## config.mk

```make
export PLATFORM = sky130hd
export DESIGN_NAME = double_ended_queue
export DESIGN_NICKNAME = d
export VERILOG_FILES = /design/src/sv/dq_pkg.sv /design/src/sv/dq_ram.sv /design/src/sv/dq_addr.sv /design/src/sv/double_ended_queue.sv
export SDC_FILE = /design/constraint.sdc
export NUM_CORES = 1
export LEC_CHECK = 0
export BUFFER_PORTS_ARGS = -buffer_cell sky130_fd_sc_hd__clkbuf_2
export CAP_MARGIN = 30
export CORE_ASPECT_RATIO = 1.4
export CORE_MARGIN = 10
export CORE_UTILIZATION = 44
export CTS_CLUSTER_DIAMETER = 120
export DETAILED_ROUTE_END_ITERATION = 8
export GPL_TIMING_DRIVEN = 0
export PLACE_DENSITY = 0.66
export SLEW_MARGIN = 25
export SYNTH_ARGS = -nofsm -noshare
export SYNTH_HDL_FRONTEND = slang
export SYNTH_HIERARCHICAL = 1
export SYNTH_SLANG_ARGS = --single-unit
```

## constraint.sdc

```tcl
create_clock -name clk -period 12.75 [get_ports clk]
set_input_delay 1.9125 -clock clk [delete_from_list [all_inputs] [get_ports clk]]
set_output_delay 1.9125 -clock clk [all_outputs]
set_load 0.02 [all_outputs]
```

## src/sv/dq_pkg.sv

```systemverilog
// Package for the double-ended queue: sizes, command and status codes.
package dq_pkg;

  localparam int QUEUE_DEPTH = 16;
  localparam int IDX_W       = $clog2(QUEUE_DEPTH);
  localparam int CNT_W       = $clog2(QUEUE_DEPTH + 1);
  localparam int DATA_W      = 32;
  localparam int CMD_W       = 3;
  localparam int STATUS_W    = 2;

  typedef logic [IDX_W-1:0]    idx_t;
  typedef logic [CNT_W-1:0]    cnt_t;
  typedef logic [DATA_W-1:0]   data_t;
  typedef logic [CMD_W-1:0]    cmd_t;
  typedef logic [STATUS_W-1:0] status_t;

  localparam cmd_t CMD_PUSH_FRONT = 3'd0;
  localparam cmd_t CMD_PUSH_BACK  = 3'd1;
  localparam cmd_t CMD_POP_FRONT  = 3'd2;
  localparam cmd_t CMD_POP_BACK   = 3'd3;
  localparam cmd_t CMD_LIST       = 3'd4;

  localparam status_t ST_DONE   = 2'd0;
  localparam status_t ST_LISTED = 2'd1;
  localparam status_t ST_EMPTY  = 2'd2;
  localparam status_t ST_FULL   = 2'd3;

endpackage

```

## src/sv/dq_ram.sv

```systemverilog
// Generic single-write, single-read RAM with registered read data.
module dq_ram #(
  parameter int DEPTH = 16,
  parameter int WIDTH = 32
) (
  input  logic                     clk,
  input  logic                     we,
  input  logic [$clog2(DEPTH)-1:0] waddr,
  input  logic [WIDTH-1:0]         wdata,
  input  logic                     re,
  input  logic [$clog2(DEPTH)-1:0] raddr,
  output logic [WIDTH-1:0]         rdata
);

  logic [WIDTH-1:0] mem [DEPTH];

  always_ff @(posedge clk) begin
    if (we) begin
      mem[waddr] <= wdata;
    end
  end

  always_ff @(posedge clk) begin
    if (re) begin
      rdata <= mem[raddr];
    end
  end

endmodule

```

## src/sv/dq_addr.sv

```systemverilog
// Shared ring position unit: (base + offset) modulo the queue depth.
module dq_addr (
  input  dq_pkg::idx_t base,
  input  dq_pkg::idx_t offset,
  output dq_pkg::idx_t pos
);
  import dq_pkg::*;

  logic [IDX_W:0] sum;
  logic [IDX_W:0] wrapped;

  // Both operands stay below the depth, so one compare and subtract wraps.
  always_comb begin
    sum     = {1'b0, base} + {1'b0, offset};
    wrapped = sum - (IDX_W + 1)'(QUEUE_DEPTH);
    if (sum >= (IDX_W + 1)'(QUEUE_DEPTH)) begin
      pos = wrapped[IDX_W-1:0];
    end else begin
      pos = sum[IDX_W-1:0];
    end
  end

endmodule

```

## src/sv/double_ended_queue.sv

```systemverilog
// Top level of the double-ended queue: command sequencer, ring state, result beats.
// Push, and any empty or full case: beat from the execute state; busy only in that state.
// Pop: the entry is read from the ring RAM; the result beat comes from the read state.
// List of N entries: one beat per entry, front to back (ring address, then RAM read).
// Results cannot be stalled; unknown commands are dropped with no beat and no busy.
// Reset (rst, synchronous) empties the queue; RAM contents are left as they are.
module double_ended_queue (
  input  logic                   clk,
  input  logic                   rst,
  input  logic                   start,
  output logic                   busy,
  input  dq_pkg::cmd_t           command,
  input  logic signed [31:0]     push_value,
  output logic                   done,
  output logic signed [31:0]     item_value,
  output dq_pkg::status_t        status,
  output dq_pkg::cnt_t           entry_count,
  output logic                   last
);
  import dq_pkg::*;

  // Sequencer states
  localparam logic [1:0] S_IDLE = 2'd0;  // wait for a command
  localparam logic [1:0] S_EXEC = 2'd1;  // ring address, write or read issue
  localparam logic [1:0] S_READ = 2'd2;  // RAM data back, result beat

  logic [1:0] state, state_next;
  cmd_t       cmd;
  data_t      val;
  idx_t       front, front_next;
  cnt_t       count, count_next;
  idx_t       list_idx, list_idx_next;

  // Shared ring position unit
  idx_t addr_off;
  idx_t addr_pos;

  // RAM port
  logic  ram_we, ram_re;
  data_t ram_rdata;

  // Result beat staging
  logic    out_go;
  data_t   out_value;
  status_t out_status;
  cnt_t    out_count;
  logic    out_last;

  logic full, empty, list_end;

  assign busy     = (state != S_IDLE);
  assign full     = (count == CNT_W'(QUEUE_DEPTH));
  assign empty    = (count == '0);
  assign list_end = ((CNT_W'(list_idx) + CNT_W'(1)) == count);

  dq_addr u_addr (
    .base   (front),
    .offset (addr_off),
    .pos    (addr_pos)
  );

  dq_ram #(
    .DEPTH (QUEUE_DEPTH),
    .WIDTH (DATA_W)
  ) u_ram (
    .clk   (clk),
    .we    (ram_we),
    .waddr (addr_pos),
    .wdata (val),
    .re    (ram_re),
    .raddr (addr_pos),
    .rdata (ram_rdata)
  );

  // Offset into the ring for the unit, by step and command.
  always_comb begin
    addr_off = '0;
    if (state == S_READ) begin
      // only pop front uses it here: front moves up by one
      addr_off = idx_t'(1);
    end else begin
      unique case (cmd) inside
        CMD_PUSH_FRONT: addr_off = idx_t'(QUEUE_DEPTH - 1);
        CMD_PUSH_BACK:  addr_off = count[IDX_W-1:0];
        CMD_POP_BACK:   addr_off = idx_t'(count - CNT_W'(1));
        CMD_LIST:       addr_off = list_idx;
        default:        addr_off = '0;
      endcase
    end
  end

  // Sequencer
  always_comb begin
    state_next    = state;
    front_next    = front;
    count_next    = count;
    list_idx_next = list_idx;
    ram_we        = 1'b0;
    ram_re        = 1'b0;
    out_go        = 1'b0;
    out_value     = '0;
    out_status    = ST_DONE;
    out_count     = count;
    out_last      = 1'b1;

    unique case (state)
      S_IDLE: begin
        list_idx_next = '0;
        if (start && (command <= CMD_LIST)) begin
          state_next = S_EXEC;
        end
      end

      S_EXEC: begin
        unique case (cmd) inside
          CMD_PUSH_FRONT, CMD_PUSH_BACK: begin
            out_go     = 1'b1;
            state_next = S_IDLE;
            if (full) begin
              out_status = ST_FULL;
            end else begin
              ram_we     = 1'b1;
              count_next = count + CNT_W'(1);
              out_count  = count + CNT_W'(1);
              if (cmd == CMD_PUSH_FRONT) begin
                front_next = addr_pos;
              end
            end
          end
          CMD_POP_FRONT, CMD_POP_BACK: begin
            if (empty) begin
              out_go     = 1'b1;
              out_status = ST_EMPTY;
              state_next = S_IDLE;
            end else begin
              ram_re     = 1'b1;
              count_next = count - CNT_W'(1);
              state_next = S_READ;
            end
          end
          CMD_LIST: begin
            if (empty) begin
              out_go     = 1'b1;
              out_status = ST_EMPTY;
              state_next = S_IDLE;
            end else begin
              ram_re     = 1'b1;
              state_next = S_READ;
            end
          end
          default: state_next = S_IDLE;
        endcase
      end

      S_READ: begin
        out_go    = 1'b1;
        out_value = ram_rdata;
        if (cmd == CMD_LIST) begin
          out_status = ST_LISTED;
          out_last   = list_end;
          if (list_end) begin
            state_next = S_IDLE;
          end else begin
            list_idx_next = list_idx + idx_t'(1);
            state_next    = S_EXEC;
          end
        end else begin
          // pop: count was already lowered, front moves for pop front
          if (cmd == CMD_POP_FRONT) begin
            front_next = addr_pos;
          end
          state_next = S_IDLE;
        end
      end

      default: state_next = S_IDLE;
    endcase
  end

  // Control state
  always_ff @(posedge clk) begin
    if (rst) begin
      state    <= S_IDLE;
      front    <= '0;
      count    <= '0;
      list_idx <= '0;
      done     <= 1'b0;
    end else begin
      state    <= state_next;
      front    <= front_next;
      count    <= count_next;
      list_idx <= list_idx_next;
      done     <= out_go;
    end
  end

  // Command capture and result payload
  always_ff @(posedge clk) begin
    if (start && !busy) begin
      cmd <= command;
      val <= push_value;
    end
    if (out_go) begin
      item_value  <= out_value;
      status      <= out_status;
      entry_count <= out_count;
      last        <= out_last;
    end
  end

endmodule

```

Yosys cells after proc, flatten, opt, wreduce, memory -nomap -nowiden
Memories as Yosys holds them, arrays and structs flattened. A register that Yosys moved wholly into a read port is not among the register bits.
Cells that the tools add are included.
{"block": "classes", "addsub": 6, "n_mul": 0, "div_mod_pow": 0, "magnitude_cmp": 2, "eq_ne": 17, "shift": 0, "mux": 39, "n_bitwise": 0, "reduce_logical": 17}
{"op": "2-to-1 mux 4 bit", "n": 9}
{"op": "2-to-1 mux 5 bit", "n": 4}
{"op": "case mux 4 bit (2 select lines)", "n": 2}
{"op": "case mux 4 bit (4 select lines)", "n": 1}
{"op": "2-to-1 mux 2 bit", "n": 6}
{"op": "!= test 2 bit, second input constant", "n": 6}
{"op": "2-to-1 mux 1 bit", "n": 11}
{"op": "case mux 5 bit (2 select lines)", "n": 1}
{"op": "case mux 2 bit (2 select lines)", "n": 2}
{"op": "nonzero test 2 bit", "n": 4}
{"op": "equality test 3 x 2 -> 1 bit, second input constant", "n": 2}
{"op": "!= test 2 x 1 -> 1 bit, second input constant", "n": 3}
{"op": "case mux 2 bit (3 select lines)", "n": 1}
{"op": "AND reduction 3 bit", "n": 2}
{"op": "AND reduction 6 bit", "n": 1}
{"op": "adder 4 x 1 -> 5 bit, second input constant", "n": 1}
{"op": "adder 4 x 4 -> 5 bit", "n": 1}
{"op": "adder 5 x 1 -> 5 bit, second input constant", "n": 1}
{"op": "equality test 5 bit", "n": 1}
{"op": "equality test 5 bit, second input constant", "n": 1}
{"op": "greater-or-equal comparator 5 bit, second input constant", "n": 1}
{"op": "zero test 5 bit", "n": 1}
{"op": "subtractor 5 x 1 -> 5 bit, second input constant", "n": 1}
{"op": "adder 4 x 1 -> 4 bit, second input constant", "n": 1}
{"op": "14 further kinds", "n": 17}
{"block": "word_totals", "regBits": 91, "latch_bits": 0, "mem_bits_rw": 512, "romBits": 0, "inputBits": 38, "output_inout_bits": 42, "word_cells": 93, "n_memories": 1}
{"memory": "u_ram.mem", "words": 16, "width": 32, "read_ports": 1, "rd_clocked_by_memory_dff": 1, "write_ports": 1, "line": "dq_ram.sv:15", "rtl": "logic [WIDTH-1:0] mem [DEPTH];"}

Logic depth before layout (Yosys ltp)
Gate-level depths: netlist of the first run.
{"block": "logic_depth", "depth_word": 10, "ltp_mapped": 15, "depth_no_buf": 12}

By module
The synthesis of the first run kept the hierarchy.
{"module": "dq_ram", "instances": 1, "cells_per_inst": 838, "area_each_um2": 20155.6, "seq_area_each_um2": 16335.7}
{"module": "double_ended_queue", "instances": 1, "cells_per_inst": 286, "area_each_um2": 3807.4, "seq_area_each_um2": 2572.5}
{"module": "dq_addr", "instances": 1, "cells_per_inst": 13, "area_each_um2": 115.1, "seq_area_each_um2": 0.0}

Worst setup path after synthesis of the first run
No wires, ideal clock.
{"block": "synth_timing", "kind": "flip-flop to flip-flop", "start": "register count[0]", "end": "memory u_ram.mem[0][0], enable pin", "setup_time_ns": 0.461, "arrival_ns": 4.763, "required_time_ns": 12.289, "slack_ns": 7.526, "stages_incl_launch_ff": 10, "n_path_buf": 0, "cell_sequence": "dfxtp_1 -> inv_1 -> ha_1 -> o32a_1 -> nor2_1 -> inv_1 -> fa_1 -> xnor2_1 -> or3b_2 -> nor3_1"}
{"block": "synth_via", "elab_chain_len": 6, "word_cells_on_any_way": 13}
{"item": "start: declaration", "line": "double_ended_queue.sv:31", "rtl": "cnt_t count, count_next;"}
{"item": "start signal: assignment", "line": "double_ended_queue.sv:191", "rtl": "count <= count_next;"}
{"item": "subtractor 5 x 1 -> 5 bit (*)"}
{"item": "case mux 4 bit (4 select lines) (*)", "line": "double_ended_queue.sv:82", "rtl": "unique case (cmd) inside"}
{"item": "2-to-1 mux 4 bit (*)", "line": "double_ended_queue.sv:78", "rtl": "if (state == S_READ) begin"}
{"item": "via addr_off[1]", "line": "double_ended_queue.sv:35", "rtl": "idx_t addr_off;"}
{"item": "adder 4 x 4 -> 5 bit (*)", "line": "dq_addr.sv:14", "rtl": "sum = {1'b0, base} + {1'b0, offset};"}
{"item": "subtractor 4 x 1 -> 4 bit / greater-or-equal comparator 5 bit (equally long branches)", "line": "dq_addr.sv:15, dq_addr.sv:16"}
{"item": "2-to-1 mux 4 bit (*)", "line": "dq_addr.sv:16", "rtl": "if (sum >= (IDX_W + 1)'(QUEUE_DEPTH)) begin"}
{"item": "via addr_pos[2]", "line": "double_ended_queue.sv:36", "rtl": "idx_t addr_pos;"}
{"item": "end: declaration", "line": "dq_ram.sv:15"}
Mark *: on every way through the listed nets, which the timed path passes. The rest lies on a longest branch.

Worst setup path after layout of the first run
{"block": "layout_timing", "start": "register state[0]", "end": "memory u_ram.mem[12][13], enable pin"}
{"block": "layout_via", "elab_chain_len": 5, "word_cells_on_any_way": 10}
{"item": "start: declaration", "line": "double_ended_queue.sv:27", "rtl": "logic [1:0] state, state_next;"}
{"item": "start signal: assignment", "line": "double_ended_queue.sv:189", "rtl": "state <= state_next;"}
{"item": "equality test 2 bit (*)", "line": "double_ended_queue.sv:78"}
{"item": "2-to-1 mux 4 bit (*)", "line": "double_ended_queue.sv:78"}
{"item": "via addr_off[1]", "line": "double_ended_queue.sv:35"}
{"item": "adder 4 x 4 -> 5 bit (*)", "line": "dq_addr.sv:14"}
{"item": "subtractor 4 x 1 -> 4 bit / greater-or-equal comparator 5 bit (equally long branches)", "line": "dq_addr.sv:15, dq_addr.sv:16"}
{"item": "2-to-1 mux 4 bit (*)", "line": "dq_addr.sv:16"}
{"item": "via addr_pos[3]", "line": "double_ended_queue.sv:36"}
Marks and branches as above.

==> run metrics, run 1 <==
outcome complete, no violations; initial antenna violation count 0; die width 218 um; Initial DRC Count 1136; routed wire length 53.3 mm; Slowest-stage cell, CP xnor2_1; Worst R2R End u_ram/mem[12][13]; Clock transition at path regs 0.06 ns; vias in the first global route 12400; critical path's top delay family buffers and inverters; CTS Sinks 635; R2R depth 14; flops & latches, synth 635; DRT antenna net count 0; setup TNS 0 ns; Worst slew margin 40.3%; most frequent cells in the layout edfxtp_1 (619), mux4_2 (128), clkbuf_2 (79), a22oi_1 (65), clkbuf_16 (58); initial core utilization 44.4%; crit-path max FO 10; Hold Path Class reg2reg; Clock Latency Late Sink 0.59 ns; die height 297 um; n_diodes 0; CTS Root Cell clkbuf_16; max cap viols 0; Hold Vio Cnt, Final 0; CTS tree built; CP Data Arrival Time 5.16 ns; Avg WL per Cell 25.6 um; Setup-failing EPs final 0; R2R setup slack 7.87 ns; Design Power 4360 uW; area delta synth->final 16.2%; worst path required time 13.03 ns; Post-layout nets 1368; Tcrit/Tclk final 38.3%; Peak Freq 0.205 GHz; routed vias 11800; CP Class reg2reg; Pins Over Slew Limit 0; Leak 0.00901 uW; DRC errors left 0; first-pass GRT wire length 80.1 mm; syn_area_per_cell 21.2 sq um; RSZ-0062 raised after global routing false; skew final 0.0246 ns; Fillers 4201; CP cell instances inv_1 -> ha_1 -> clkbuf_1 -> clkbuf_1 -> nor2_1 -> ha_1 -> a21o_1 -> a21oi_2 -> xnor2_1 -> nand3_1 -> nor3_2 -> buf_6 -> buf_6 -> buf_4; Tmin final 4.88 ns; Port Buffers 79; CP endpoint kind register; layout cells sized above 1 27.3%; H-Tree Level Count 2; Std-Cell Rows 101; yosys warns 6; GRT overflow 0; hpwl dp 35.4 mm; Reg area 0.0189 sq mm; post-CTS resize count 0; CP bufs+invs 6; Pwr per Cell Area 156 mW/mm^2; Clock Tree Buf Depth 3; Post-CTS Setup Inserts 0; # IOs 80; full die area 0.0646 sq mm; area taken by multi-input logic gates 0.00499 sq mm; largest net degree at the start of global routing 27; Synthesized Nets 1187; global placement routability congestion 0.844; post-cts hold buffer count 0; max incr delay on CP 0.67 ns; ys flop type edfxtp_1; CTS buffer count 56; Mapped Area 0.0241 sq mm; Levels on crit path 14; Critical Path Sink u_ram/mem[12][13]; vias per std cell 5.67; Worst Setup Start Kind register; synth unique cells 52; EDFF count, synth 619; FFs w/ async S/R, synth 0%; core area 0.0542 sq mm; Seq/Total Area, Yosys 78.5%; measured slew at the worst slew-check pin 0.896 ns; Total GRT Usage 16.4%; cells after synthesis 1137; most common cell after layout, fill and taps aside edfxtp_1; VDD IR max 0.000104 V; CP startpoint state[0]; reg2reg start state[0]; 1st-pass router iterations 5
[synth_stat cells, drive strengths merged (3+ instances only)]
library cell	count	area, sq um
mux4	128	2880
a31oi	3	18.8
inv	13	48.8
dfxtp	16	320
nand2b	5	31.3
clkbuf	25	93.8
nand3	6	30.0
a22oi	65	488
xor2	3	26.3
nor3	10	50.1
a21oi	17	88.8
ha	11	138
mux2i	4	40.0
nand2	41	154
nor2b	8	50.1
nor3b	3	27.5
nor2	32	120
o211ai	6	45.0
or3	3	18.8
edfxtp	619	18600
xnor2	10	87.6
a21o	3	22.5
nand3b	3	22.5
and2	35	219
o21ai	11	55.1
buf	30	163
[worst reg2reg max path, stage by stage (launching register included)]
cell and delay [ns]:
dfxtp_1 0.34, inv_1 0.09, ha_1 0.27, clkbuf_1 0.41, clkbuf_1 0.45, nor2_1 0.13
ha_1 0.30, a21o_1 0.12, a21oi_2 0.06, xnor2_1 0.67, nand3_1 0.51, nor3_2 0.63
buf_6 0.23, buf_6 0.15, buf_4 0.19
[how the worst min path moves through the flow]
stage / start / to / depth (start not counted)
floorplan: front[0] / front[0] / 2
global placement: front[0] / front[0] / 2
detailed placement: front[0] / front[0] / 2
CTS: front[0] / front[0] / 2
global route: u_ram/rdata[12] / item_value[12] / 1
finish: front[0] / front[0] / 2
[cell type report]
cell class	instances	share of cell area [%]
buffer	55	0.917
timing repair buffer	123	4.17
clock buffer	72	5.38
tap	721	3.22
sequential	635	67.6
clock inverter	24	0.738
inverter	13	0.174
multi-input combinational	434	17.8
[metrics by stage]
stage | cell area [sq um] | util, % | std cells | worst slack, ns | hold WS [ns]
after global routing | 28000 | 51.6 | 2077 | 7.56 | 0.552
after global placement | 25400 | 46.8 | 1937 | 4.44 | 0.486
after floorplan | 24100 | - | 1137 | 7.53 | 0.468
after CTS | 28000 | 51.6 | 2077 | 7.88 | 0.511
after detailed placement | 26300 | 48.5 | 1981 | 7.94 | 0.497
final | 28000 | 51.6 | 2077 | 7.87 | 0.507
[registers in the layout (all words and copies together), names as in the netlist]
signal and cells:
cmd 3, count 5, done 1, entry_count 5, front 4, item_value 32, last 1, list_idx 4
state 2, status 2, u_ram/mem 512, u_ram/rdata 32, val 32
[logic make-up (layout without fill, tap and decap cells)]
kind of cell    count (synthesis)  count (layout)  synth area share (%)
mux                           132             132                  12.1
fa+ha+maj                      12              12                 0.655
buf+inv                        68             287                  1.27
flops                         635             635                  78.5
xor+xnor                       13              13                 0.473
simple gates                  159             159                  3.47
compound gates                118             118                  3.47
[per-layer routing]
| metal | part of all wire [%] | GRT usage (%) | up-vias |
|---|---|---|---|
| met3 | 4.9 | 2.10 | 88 |
| met4 | 2.4 | 5.09 | 0 |
| met5 | 0 | 0 | - |
| li1 | - | - | 5056 |
| met2 | 53 | 29.0 | 434 |
| met1 | 39 | 20.6 | 6194 |
[where the power goes]
group | total, uW | internal, uW | switching [uW]
logic | 382 | 166 | 216
registers | 2380 | 2340 | 38.8
clock network | 1600 | 889 | 711
total | 4360 | 3390 | 966
Power figures use the tool's default switching activity.
==> run 2, diff against run 1 <==
--- a/config.mk
+++ b/config.mk
@@ -13,7 +13,7 @@
 export CTS_CLUSTER_DIAMETER = 120
 export DETAILED_ROUTE_END_ITERATION = 8
 export GPL_TIMING_DRIVEN = 0
-export PLACE_DENSITY = 0.66
+export PLACE_DENSITY = 0.68
 export SLEW_MARGIN = 25
 export SYNTH_ARGS = -nofsm -noshare
 export SYNTH_HDL_FRONTEND = slang
==> constraint.sdc (replaced) <==
create_clock -name clk -period 4.2 [get_ports clk]
set_input_delay 0.63 -clock clk [delete_from_list [all_inputs] [get_ports clk]]
set_output_delay 0.63 -clock clk [all_outputs]
set_load 0.02 [all_outputs]
==> run metrics, run 2 (synthesized netlist as in run 1, its figures left out) <==
CP Data Arrival Time 4.29 ns; Leak 0.00928 uW; Hold Slack 0.187 ns; register share of total power 53.2%; vias in the first global route 12400; sw frac 22.4%; Gate power share 8.7%; Slowest-stage cell, CP or3b_2; max incr delay on CP 0.62 ns; Std-Cell Rows 101; crit-path max FO 11; critical path's top delay family simple AND/OR/NAND/NOR gates; hpwl dp 34.5 mm; largest net degree at the start of global routing 29; reg2reg start count[0]; CTS buffer count 56; Port Buffers 79; Clk network pwr share 38.1%; CP endpoint kind register; CTS Sinks 635; Tcrit/Tclk final 95.4%; R2R setup slack 0.19 ns; Hold Path Sink val[23]; Clock Latency Late Sink 0.60 ns; Worst R2R End u_ram/mem[0][8]; RSZ-0062 raised after global routing true; initial antenna violation count 0; CP Class reg2reg; Clock transition at path regs 0.07 ns; area delta synth->final 18.3%; Initial DRC Count 1092; Design Power 13600 uW; Setup-failing EPs final 0; die width 218 um; initial core utilization 44.4%; VDD IR max 0.000326 V; Hold Vio Cnt, Final 0; GRT overflow 0; number of flip-flops under the largest register name 512; Net Switching 3050 uW; # IOs 80; vias per std cell 5.65; die height 297 um; outcome complete, no violations; Peak Freq 0.249 GHz; routed wire length 52.8 mm; CTS Root Cell clkbuf_16; Hold Path Cell Cnt 1; max cap viols 0; CTS tree built; post-cts hold buffer count 0; CP bufs+invs 3; Hold Path Class in2reg; Internal Power 10500 uW; setup TNS 0 ns; layout cells sized above 1 31.1%; Clock Tree Buf Depth 3; hold path startpoint push_value[23]; most frequent cells in the layout edfxtp_1 (619), mux4_2 (128), clkbuf_2 (93), a22oi_1 (65), clkbuf_16 (56); measured slew at the worst slew-check pin 0.689 ns; Total GRT Usage 16.3%; full die area 0.0646 sq mm; Pwr per Cell Area 476 mW/mm^2; Avg WL per Cell 25.2 um; Pins Over Slew Limit 0; core area 0.0542 sq mm; DRC errors left 0; Post-layout nets 1381; 1st-pass router iterations 7; R2R depth 13; routed vias 11900; n_diodes 0; global placement routability congestion 0.850; worst path required time 4.48 ns; H-Tree Level Count 2; Tmin final 4.01 ns; most common cell after layout, fill and taps aside edfxtp_1; skew final 0.0242 ns; first-pass GRT wire length 79.6 mm; Worst slew margin 54.0%; largest reg by FF count u_ram/mem; DRT antenna net count 0; Worst Setup Start Kind register; CP cell instances inv_1 -> ha_1 -> nand2b_1 -> a31oi_1 -> o21ai_0 -> a221oi_1 -> ha_1 -> a21oi_2 -> xnor2_2 -> or3b_2 -> nor3_4 -> buf_6 -> buf_6
[run 2: cell type report]
cell class / instances / area, sq um
Buffer: 55 / 319
Tap cell: 721 / 902
Clock buffer: 65 / 1440
Timing Repair Buffer: 136 / 1430
Inverter: 13 / 52.6
Fill cell: 4076 / 25700
Clock inverter: 38 / 407
Multi-Input combinational cell: 434 / 5030
Sequential cell: 635 / 18900
[run 2: per-layer routing]
metal  share of wire (%)  global-route usage [%]
met4                 2.7                    5.02
met2                  54                    28.9
met5                   0                       0
met1                  37                    19.9
met3                 6.7                    2.84
[run 2: timing repair]
action	in CTS	in global routing
resized for setup	29	25
pin swaps	8	0
setup endpoints to repair	433	180
setup buffers	12	6
[run 2: per-stage QoR]
stage          instances  cell area (sq um)  setup slack [ns]  util (%)
2_1_floorplan       1137              24100            -0.172         -
3_3_place_gp        1937              25400             -2.24      46.9
3_5_place_dp        1976              26400            -0.679      48.7
4_1_cts             2091              28400            0.0298      52.4
5_1_grt             2097              28500          -0.00774      52.5
6_report            2097              28500             0.191      52.5
[run 2: how the worst max path moves through the flow]
stage	start	end	slack (ns)	cells past startpoint
after floorplan	count[0]	u_ram/mem[1][0]	-0.17	9
after global placement	state[0]	u_ram/mem[9][14]	-2.24	11
after detailed placement	state[0]	u_ram/rdata[28]	-0.68	13
after CTS	state[0]	u_ram/rdata[9]	0.03	14
after global routing	count[0]	u_ram/mem[0][5]	-0.008	13
final	count[0]	u_ram/mem[0][8]	0.19	13
[run 2: power groups by stage]
stage | registers [uW] | logic [uW] | clock network (uW)
floorplan | 7310 | 787 | 0
global placement | 7340 | 1110 | 0
detailed placement | 7350 | 1170 | 0
CTS | 7210 | 1190 | 5270
global route | 7220 | 1270 | 5510
finish | 7210 | 1190 | 5170
==> run 3, diff against run 2 <==
--- a/config.mk
+++ b/config.mk
@@ -8,7 +8,6 @@
 export BUFFER_PORTS_ARGS = -buffer_cell sky130_fd_sc_hd__clkbuf_2
 export CAP_MARGIN = 30
 export CORE_ASPECT_RATIO = 1.4
-export CORE_MARGIN = 10
 export CORE_UTILIZATION = 44
 export CTS_CLUSTER_DIAMETER = 120
 export DETAILED_ROUTE_END_ITERATION = 8
==> run metrics, run 3 (synthesized netlist as in run 1, its figures left out) <==
CTS tree built; Final Non-Filler Cells 2105; setup TNS 0 ns; CTS Sinks 635; layout cells sized above 1 30.9%; VDD IR max 0.000304 V; CTS buffer count 58; Peak Freq 0.249 GHz; R2R depth 12; max incr delay on CP 0.53 ns; initial core utilization 44.5%; Port Buffers 79; max cap viols 0; Initial DRC Count 1207; largest reg by FF count u_ram/mem; CTS Root Cell clkbuf_16; Post-layout nets 1388; routed wire length 52.9 mm; Hold Path Class in2reg; area delta synth->final 18.3%; R2R setup slack 0.18 ns; hold path startpoint push_value[27]; Tmin final 4.02 ns; Slowest-stage cell, CP fa_1; DRC errors left 0; worst path required time 4.52 ns; Std-Cell Rows 101; Setup-failing EPs final 0; Total GRT Usage 19.5%; core area 0.0541 sq mm; most frequent cells in the layout edfxtp_1 (619), mux4_2 (128), clkbuf_2 (91), a22oi_1 (65), clkbuf_16 (59); first-pass GRT wire length 78.6 mm; reg2reg start cmd[1]; Tcrit/Tclk final 95.8%; Leak 0.00929 uW; post-cts hold buffer count 0; vias in the first global route 12400; CP Class reg2reg; # IOs 80; Clock Latency Late Sink 0.60 ns; hpwl dp 33.5 mm; DRT antenna net count 0; die width 200 um; routed vias 11900; Fillers 4182; Hold Path Cell Cnt 1; most common cell after layout, fill and taps aside edfxtp_1; skew final 0.0185 ns; GRT overflow 0; initial antenna violation count 0; Hold Slack 0.207 ns; Pins Over Slew Limit 0; crit-path max FO 10; measured slew at the worst slew-check pin 0.828 ns; number of flip-flops under the largest register name 512; vias per std cell 5.64; full die area 0.0557 sq mm; n_diodes 0; Worst slew margin 44.8%; Pwr per Cell Area 474 mW/mm^2; Hold Path Sink val[27]; fin util 52.7%; Hold Vio Cnt, Final 0; Clock transition at path regs 0.07 ns; 1st-pass router iterations 6; Design Power 13500 uW; outcome complete, no violations; largest net degree at the start of global routing 34; global placement routability congestion 0.864; placed cell count 1975; Avg WL per Cell 25.2 um; CP cell instances clkbuf_1 -> nand2_1 -> o32a_1 -> nor2_1 -> inv_1 -> fa_1 -> clkinvlp_4 -> buf_2 -> buf_2 -> mux4_2 -> a22oi_1 -> nand2_1; Worst Setup Start Kind register; die height 279 um; CP endpoint kind register; Worst R2R End u_ram/rdata[31]; CP Data Arrival Time 4.34 ns; H-Tree Level Count 2; Clock Tree Buf Depth 3
[run 3: cell count changes in the layout (fill, tap and decap cells not counted), sizes merged]
| cell | delta |
|---|---|
| bufinv | -3 |
| clkbuf | +1 |
| clkinv | +2 |
| inv | -1 |
| buf | +9 |
[run 3: worst max-delay path, delay by kind of cell, from the launching register on]
kind / cells / cell delay (ns)
buf+inv: 5 / 1.33
fa+ha+maj: 1 / 0.53
flops: 1 / 0.52
compound gates: 2 / 0.52
simple gates: 3 / 0.44
mux: 1 / 0.38
[run 3: per-stage QoR]
| step | setup slack (ns) | cell area, sq um |
|---|---|---|
| 2_1_floorplan | -0.172 | 24100 |
| 3_3_place_gp | -2.31 | 25400 |
| 3_5_place_dp | -0.622 | 26400 |
| 4_1_cts | 0.0314 | 28400 |
| 5_1_grt | -0.0262 | 28500 |
| 6_report | 0.177 | 28500 |
[run 3: how the worst max path moves through the flow]
stage                  start               end  slack (ns)  cells past startpoint
floorplan           count[0]   u_ram/mem[1][0]       -0.17                      9
global placement    state[0]  u_ram/mem[1][14]       -2.31                     11
detailed placement  state[0]    u_ram/rdata[3]       -0.62                     13
CTS                 state[0]   u_ram/mem[0][9]        0.03                     13
global route        state[0]    u_ram/rdata[3]       -0.03                     13
finish                cmd[1]   u_ram/rdata[31]        0.18                     12
[run 3: final cells by class]
class	count	area, sq um	area share (%)
flip-flops and latches	635	18900	66.4
multi-input cells	434	5030	17.7
clock buffers	70	1520	5.33
repair buffers	141	1470	5.17
well taps	721	902	3.17
clock inverters	36	314	1.10
plain buffers	55	294	1.03
inverters	13	52.6	0.184
[run 3: routing by layer]
layer	global-route usage (%)	vias to the layer above	wire length (um)
met5	0	-	0
met4	6.79	0	1680
met3	3.35	107	3330
met2	33.7	453	27600
met1	24.8	6197	20300
li1	-	5110	-
[run 3: timing repair]
action / CTS / global route
pin swaps: 4 / 7
buffers inserted: 9 / 15
endpoints found under the setup margin: 359 / 184
resized for setup: 28 / 13
[run 3: report_power, final]
group          internal, uW  switching [uW]  total [uW]
Sequential             7100             116        7210
Combinational           527             678        1200
Clock                  2830            2250        5080
Total                 10500            3040       13500
